`config.mk`:
```
export PLATFORM = sky130hd
export DESIGN_NAME = gtf_ctrl
export DESIGN_NICKNAME = d
export VERILOG_FILES = /design/src/rtl/core/gtf_pkg.sv /design/src/rtl/core/gtf_ctrl.sv
export SDC_FILE = /design/constraint.sdc
export NUM_CORES = 1
export LEC_CHECK = 0
export ABC_AREA = 1
export BUFFER_PORTS_ARGS = -buffer_cell sky130_fd_sc_hd__clkbuf_2
export CAP_MARGIN = 20
export CORE_UTILIZATION = 30
export CTS_CLUSTER_DIAMETER = 50
export DETAILED_ROUTE_END_ITERATION = 10
export SLEW_MARGIN = 5
export SYNTH_ARGS = -nofsm -noshare
export SYNTH_HDL_FRONTEND = slang
export SYNTH_SLANG_ARGS = --single-unit
```
`constraint.sdc`:
```
create_clock -name clk -period 1.65 [get_ports clk]
set_input_delay 0.33 -clock clk [delete_from_list [all_inputs] [get_ports clk]]
set_output_delay 0.33 -clock clk [all_outputs]
set_load 0.005 [all_outputs]
```
`src/rtl/core/gtf_pkg.sv`:
```
// gtf_pkg: shared types, widths and codes for the grouped team queue
// used by the interfaces, the controller, the datapath and the top level
// no dependencies
package gtf_pkg;

    // fixed field widths of the channels
    localparam int ELEM_W    = 20;
    localparam int TEAM_ID_W = 10;
    localparam int STATUS_W  = 2;

    // default sizing
    localparam int DEF_MAX_TEAMS    = 1024;
    localparam int DEF_SLOT_COUNT   = 1024;
    localparam int DEF_ELEMENT_BITS = 20;

    // request codes
    localparam logic ACT_ENQ = 1'b0;
    localparam logic ACT_DEQ = 1'b1;

    // result codes
    typedef enum logic [STATUS_W-1:0] {
        ST_ENQ   = 2'd0,
        ST_DEQ   = 2'd1,
        ST_EMPTY = 2'd2,
        ST_FULL  = 2'd3
    } status_t;

    // controller to datapath commands
    typedef struct packed {
        logic clear;
        logic accept;
        logic enq_wr;
        logic deq_grp;
        logic deq_slot;
        logic deq_wr;
        logic err_wr;
    } cmd_t;

    // datapath to controller status
    typedef struct packed {
        logic clear_done;
        logic bad_req;
        logic is_deq;
        logic out_free;
    } sts_t;

endpackage

```
`src/rtl/core/gtf_ctrl.sv`:
```
// gtf_ctrl: sequencing state machine of the grouped team queue
// depends on gtf_pkg for the command and status structs
module gtf_ctrl (
    input  logic          clk,
    input  logic          rst_n,
    input  logic          in_valid,
    input  gtf_pkg::sts_t sts,
    output logic          in_ready,
    output gtf_pkg::cmd_t cmd
);
    import gtf_pkg::*;

    typedef enum logic [6:0] {
        S_CLEAR    = 7'b0000001,
        S_IDLE     = 7'b0000010,
        S_ENQ_WR   = 7'b0000100,
        S_DEQ_GRP  = 7'b0001000,
        S_DEQ_SLOT = 7'b0010000,
        S_DEQ_WR   = 7'b0100000,
        S_ERR      = 7'b1000000
    } state_t;

    state_t state_reg;
    state_t state_next;

    // next state and commands
    always_comb
    begin
        state_next = state_reg;
        cmd        = '0;
        in_ready   = 1'b0;
        case (state_reg)
            S_CLEAR:
            begin
                cmd.clear = 1'b1;
                if (sts.clear_done)
                begin
                    state_next = S_IDLE;
                end
            end
            S_IDLE:
            begin
                in_ready = 1'b1;
                if (in_valid)
                begin
                    cmd.accept = 1'b1;
                    if (sts.bad_req)
                    begin
                        state_next = S_ERR;
                    end
                    else if (sts.is_deq)
                    begin
                        state_next = S_DEQ_GRP;
                    end
                    else
                    begin
                        state_next = S_ENQ_WR;
                    end
                end
            end
            S_ENQ_WR:
            begin
                if (sts.out_free)
                begin
                    cmd.enq_wr = 1'b1;
                    state_next = S_IDLE;
                end
            end
            S_DEQ_GRP:
            begin
                cmd.deq_grp = 1'b1;
                state_next  = S_DEQ_SLOT;
            end
            S_DEQ_SLOT:
            begin
                cmd.deq_slot = 1'b1;
                state_next   = S_DEQ_WR;
            end
            S_DEQ_WR:
            begin
                if (sts.out_free)
                begin
                    cmd.deq_wr = 1'b1;
                    state_next = S_IDLE;
                end
            end
            S_ERR:
            begin
                if (sts.out_free)
                begin
                    cmd.err_wr = 1'b1;
                    state_next = S_IDLE;
                end
            end
            default:
            begin
                state_next = S_IDLE;
            end
        endcase
    end

    // state register
    always_ff @(posedge clk or negedge rst_n)
    begin
        if (!rst_n)
        begin
            state_reg <= S_CLEAR;
        end
        else
        begin
            state_reg <= state_next;
        end
    end

endmodule

```
## Yosys cells after proc, flatten, opt, wreduce, memory -nomap -nowiden

Cells that the tools add are included.

- Register bits after elaboration: 7
- Bits of input ports: 7
- Output and inout port bits: 8
- Logic and storage cells: 29

- Eq/ne operators: 10
- Mux-type cells: 16
- Reductions and logical operators: 2

Operators by type and width:

| operator | number |
|---|---|
| 7-bit case mux with 5 select lines | 1 |
| 7-bit 2-to-1 mux | 4 |
| 1-bit 2-to-1 mux | 10 |
| 7-bit by 1-bit equality test with 1-bit output, second input constant | 1 |
| 7-bit by 2-bit equality test with 1-bit output, second input constant | 1 |
| 7-bit by 3-bit equality test with 1-bit output, second input constant | 1 |
| 7-bit by 4-bit equality test with 1-bit output, second input constant | 1 |
| 7-bit by 5-bit equality test with 1-bit output, second input constant | 1 |
| 7-bit by 6-bit equality test with 1-bit output, second input constant | 1 |
| 7-bit equality test, second input constant | 1 |
| 4-bit 2-to-1 mux | 1 |
| 2-bit != test, second input constant | 2 |
| 3-bit AND reduction | 1 |
| 3-bit OR reduction | 1 |
| 2-bit by 1-bit != test with 1-bit output, second input constant | 1 |

## Longest topological paths before layout

- Word-level depth: 4
- Gate-level depth with buffers: 9
- Mapped depth without buffers: 9

## Worst setup path before layout

Ideal clock, no wire load.

- Path kind: register to register
- Start: register state_reg[0]
- End: register state_reg[6]
- Library setup time: 117 ps
- Data arrival time: 1080 ps
- Required time: 1533 ps
- Path slack: 453 ps
- Cell stages (with the launch flop): 10
- Path buffers: 0
- Period minus slack after synthesis: 1197 ps
- Cell sequence: dfstp_2 -> inv_1 -> nand2_1 -> nor2_2 -> nand2_1 -> nand3_2 -> nand2_4 -> nand2_4 -> nand2_1 -> nand2_1

- Cells in the longest elaborated chain, start to end: 4
- Elaborated cells on any way between the ends: 13
- Those cells by class: eq/ne: 10; mux: 1; reduce/logical: 2

Ends and longest elaborated chain:

| element | RTL line | text |
|---|---|---|
| from (decl) | gtf_ctrl.sv:23 | `state_t state_reg;` |
| from (signal assigned) | gtf_ctrl.sv:111 | `state_reg <= state_next;` |
| 7-bit equality test (tied with other cells) | gtf_ctrl.sv:32 | `case (state_reg)` |
| 3-bit OR reduction (no source line) | n/a |  |
| 2-bit by 1-bit != test with 1-bit output (no source line) | n/a |  |
| 3-bit AND reduction (no source line) | n/a |  |

Parallel ways exist; a longest one is shown, timed or not.
A chain may end at the register's enable or synchronous reset.

==> impl_metrics.tcl <==
set metrics [dict create \
    die_x_um 41.7 \
    hold_viol_final 0 \
    regToRegSetupSlack_ps 290 \
    drtIter0Drc 2 \
    dp_hpwl_um 733 \
    syn_nets 79 \
    route.detailed.drc 0 \
    worstMarginPinSlew_ps 258 \
    synthCells 72 \
    finalClockSkew_ps 6.45 \
    p_leak_nw 0.426 \
    holdWs_ps 315 \
    tritoncts "built" \
    start_util 0.341 \
    drt_wl_total_um 956 \
    clk_path_buf_depth 2 \
    dieArea_sq_mm 0.00173 \
    avgSynthCellArea_sq_um 6.55 \
    yosysTopAreaCell "dfrtp_1" \
    gp_congestion 0.695 \
    clkLatencyLatePin_ps 250 \
    grt_usage 0.119 \
    cp.arrival_ps 1280 \
    stdcell_area_sq_um 669 \
    critical_path_peak_fanout 6 \
    path_class "flip-flop to output pin" \
    slew_headroom 0.828 \
    ys_seq_elements 7 \
    grt_start_max_net_pins 8 \
    insertedDiodeCount 0 \
    power_density_mw_per_mm2 1390 \
    layout-drive-gt1-share 0.438 \
    io_buffers 14 \
    ant_nets 0 \
    setup_violations 0 \
    grt_pass1_vias 402 \
    run_status "complete, no violations" \
    grt_antenna_before_repair 0 \
    worstSetupStartpointType "flip-flop" \
    cts_max_level 1 \
    fin_nets 104 \
    ioPinCount 15 \
    rsz0062_at_grt "yes" \
    cp.required_ps 1320 \
    timing_max_transition_violations_final 0 \
    synth_area_sq_um 472 \
    dr.pass1.iters 4 \
    clk_pin_slew_worst_paths_ps 50 \
    period_share 0.976 \
    min_period_ps 1610 \
    cts_made_buffers 3 \
    clock-sinks 7 \
    placed_area_sq_um 561 \
    viasPerCell 4.37 \
    synth_area_leaders "dfrtp_1 32%, nand2_1 16%, inv_1 12%, nor2_1 8.8%, dfstp_2 5.6%" \
    n_fill_cell 149 \
    root_buffer "clkbuf_4" \
    grt.overflow.total 0 \
    crit_path_end_kind "output pin" \
    synth_seq_area_share 0.374 \
    drv_cap 0 \
    grt_pass1_wl_um 1590 \
    totalNegativeSetupSlack_ps 0 \
    synth_cell_types 14 \
    core_area_sq_mm 0.00138 \
    num_rows 13 \
    yosys.area.top_type_share 0.318 \
    hp-class "primary input to flip-flop" \
    route.vias.total 485 \
    fmax_ghz 0.621 \
    peakVddDrop_v 0.000734 \
    largest_reg_flops 7 \
    die_y_um 41.7 \
    area_growth_pct 41.9 \
    wl_per_cell_um 8.61 \
    synth-warning-count 0 \
]
-- area by class of cell --
cell class              instances  area [sq um]  share of cell area
well taps                      15          18.8              0.0280
clock buffers                   4          26.3              0.0393
flip-flops and latches          7           176               0.264
repair buffers                 20           118               0.176
inverters                      17          63.8              0.0953
multi-input cells              48           267               0.398
-- cell usage after synthesis, drive strengths merged --
cell type and number:
nand2 24, inv 17, nor2 13, dfrtp 6, nand3 6, nor3 4
dfstp 1, nand3b 1
-- logic make-up (layout without fill, tap and decap cells) --
group / after synthesis / count (layout) / share of synthesized area
buf+inv: 17 / 41 / 0.135
flops: 7 / 7 / 0.374
simple gates: 48 / 48 / 0.491
-- cell usage in the layout, fill, tap and decap left out --
cell / instances
clkbuf_1: 1
nand2_1: 15
clkbuf_2: 13
clkbuf_4: 3
buf_4: 5
nand3_2: 1
nand2_4: 4
dfstp_2: 1
nor2_4: 2
nor2_2: 1
dlygate4sd3_1: 1
nand3b_1: 1
inv_1: 12
nor3_2: 1
inv_2: 5
dfrtp_1: 6
nor2_1: 10
nand3_1: 5
buf_2: 1
nand2_2: 5
nor3_1: 3
-- report_power, final --
part	total [mW]	switching [mW]	internal (mW)
clock	0.152	0.0600	0.0921
combinational	0.527	0.304	0.223
sequential	0.249	0.0373	0.211
-- critical path, cell delays in order (launching register included) --
cell and delay [ps]:
dfrtp_1 390, inv_2 80, nand2_4 60, nor2_4 210, nand2_2 90, nor2_1 100
buf_2 110
-- path summary, 6_finish.rpt --
check | start | endpoint | cells after the start
hold / removal | sts[3] | state_reg[0] | 3
min in group asynchronous | rst_n | state_reg[1] | 2
setup reg to reg | state_reg[4] | state_reg[6] | 10
max in group asynchronous | rst_n | state_reg[0] | 2
setup / recovery | state_reg[4] | cmd[4] | 6
hold reg to reg | state_reg[2] | state_reg[2] | 2
-- metrics by stage --
stage | instances | total power [mW] | setup slack [ps] | utilization
2_1_floorplan | 72 | 0.552 | 453 | -
5_1_grt | 111 | 1.02 | -56.1 | 0.484
4_1_cts | 106 | 0.809 | 8.82 | 0.432
3_3_place_gp | 101 | 0.650 | 294 | 0.405
3_5_place_dp | 101 | 0.656 | 271 | 0.405
6_report | 111 | 0.928 | 40.3 | 0.484
-- timing repair --
action / in CTS / in global routing
hold buffers: 1 / 0
hold endpoints to repair: 6 / 0
setup endpoints to repair: 0 / 7
gates resized for setup: 0 / 14
setup buffers: 0 / 5
-- per-layer routing --
layer	track usage	share of wire	vias to the layer above
met5	0	0	-
met4	0.0581	0.018	0
met3	0.0261	0.051	4
met2	0.197	0.45	15
met1	0.144	0.48	206
li1	-	-	260
Power figures use the tool's default switching activity.
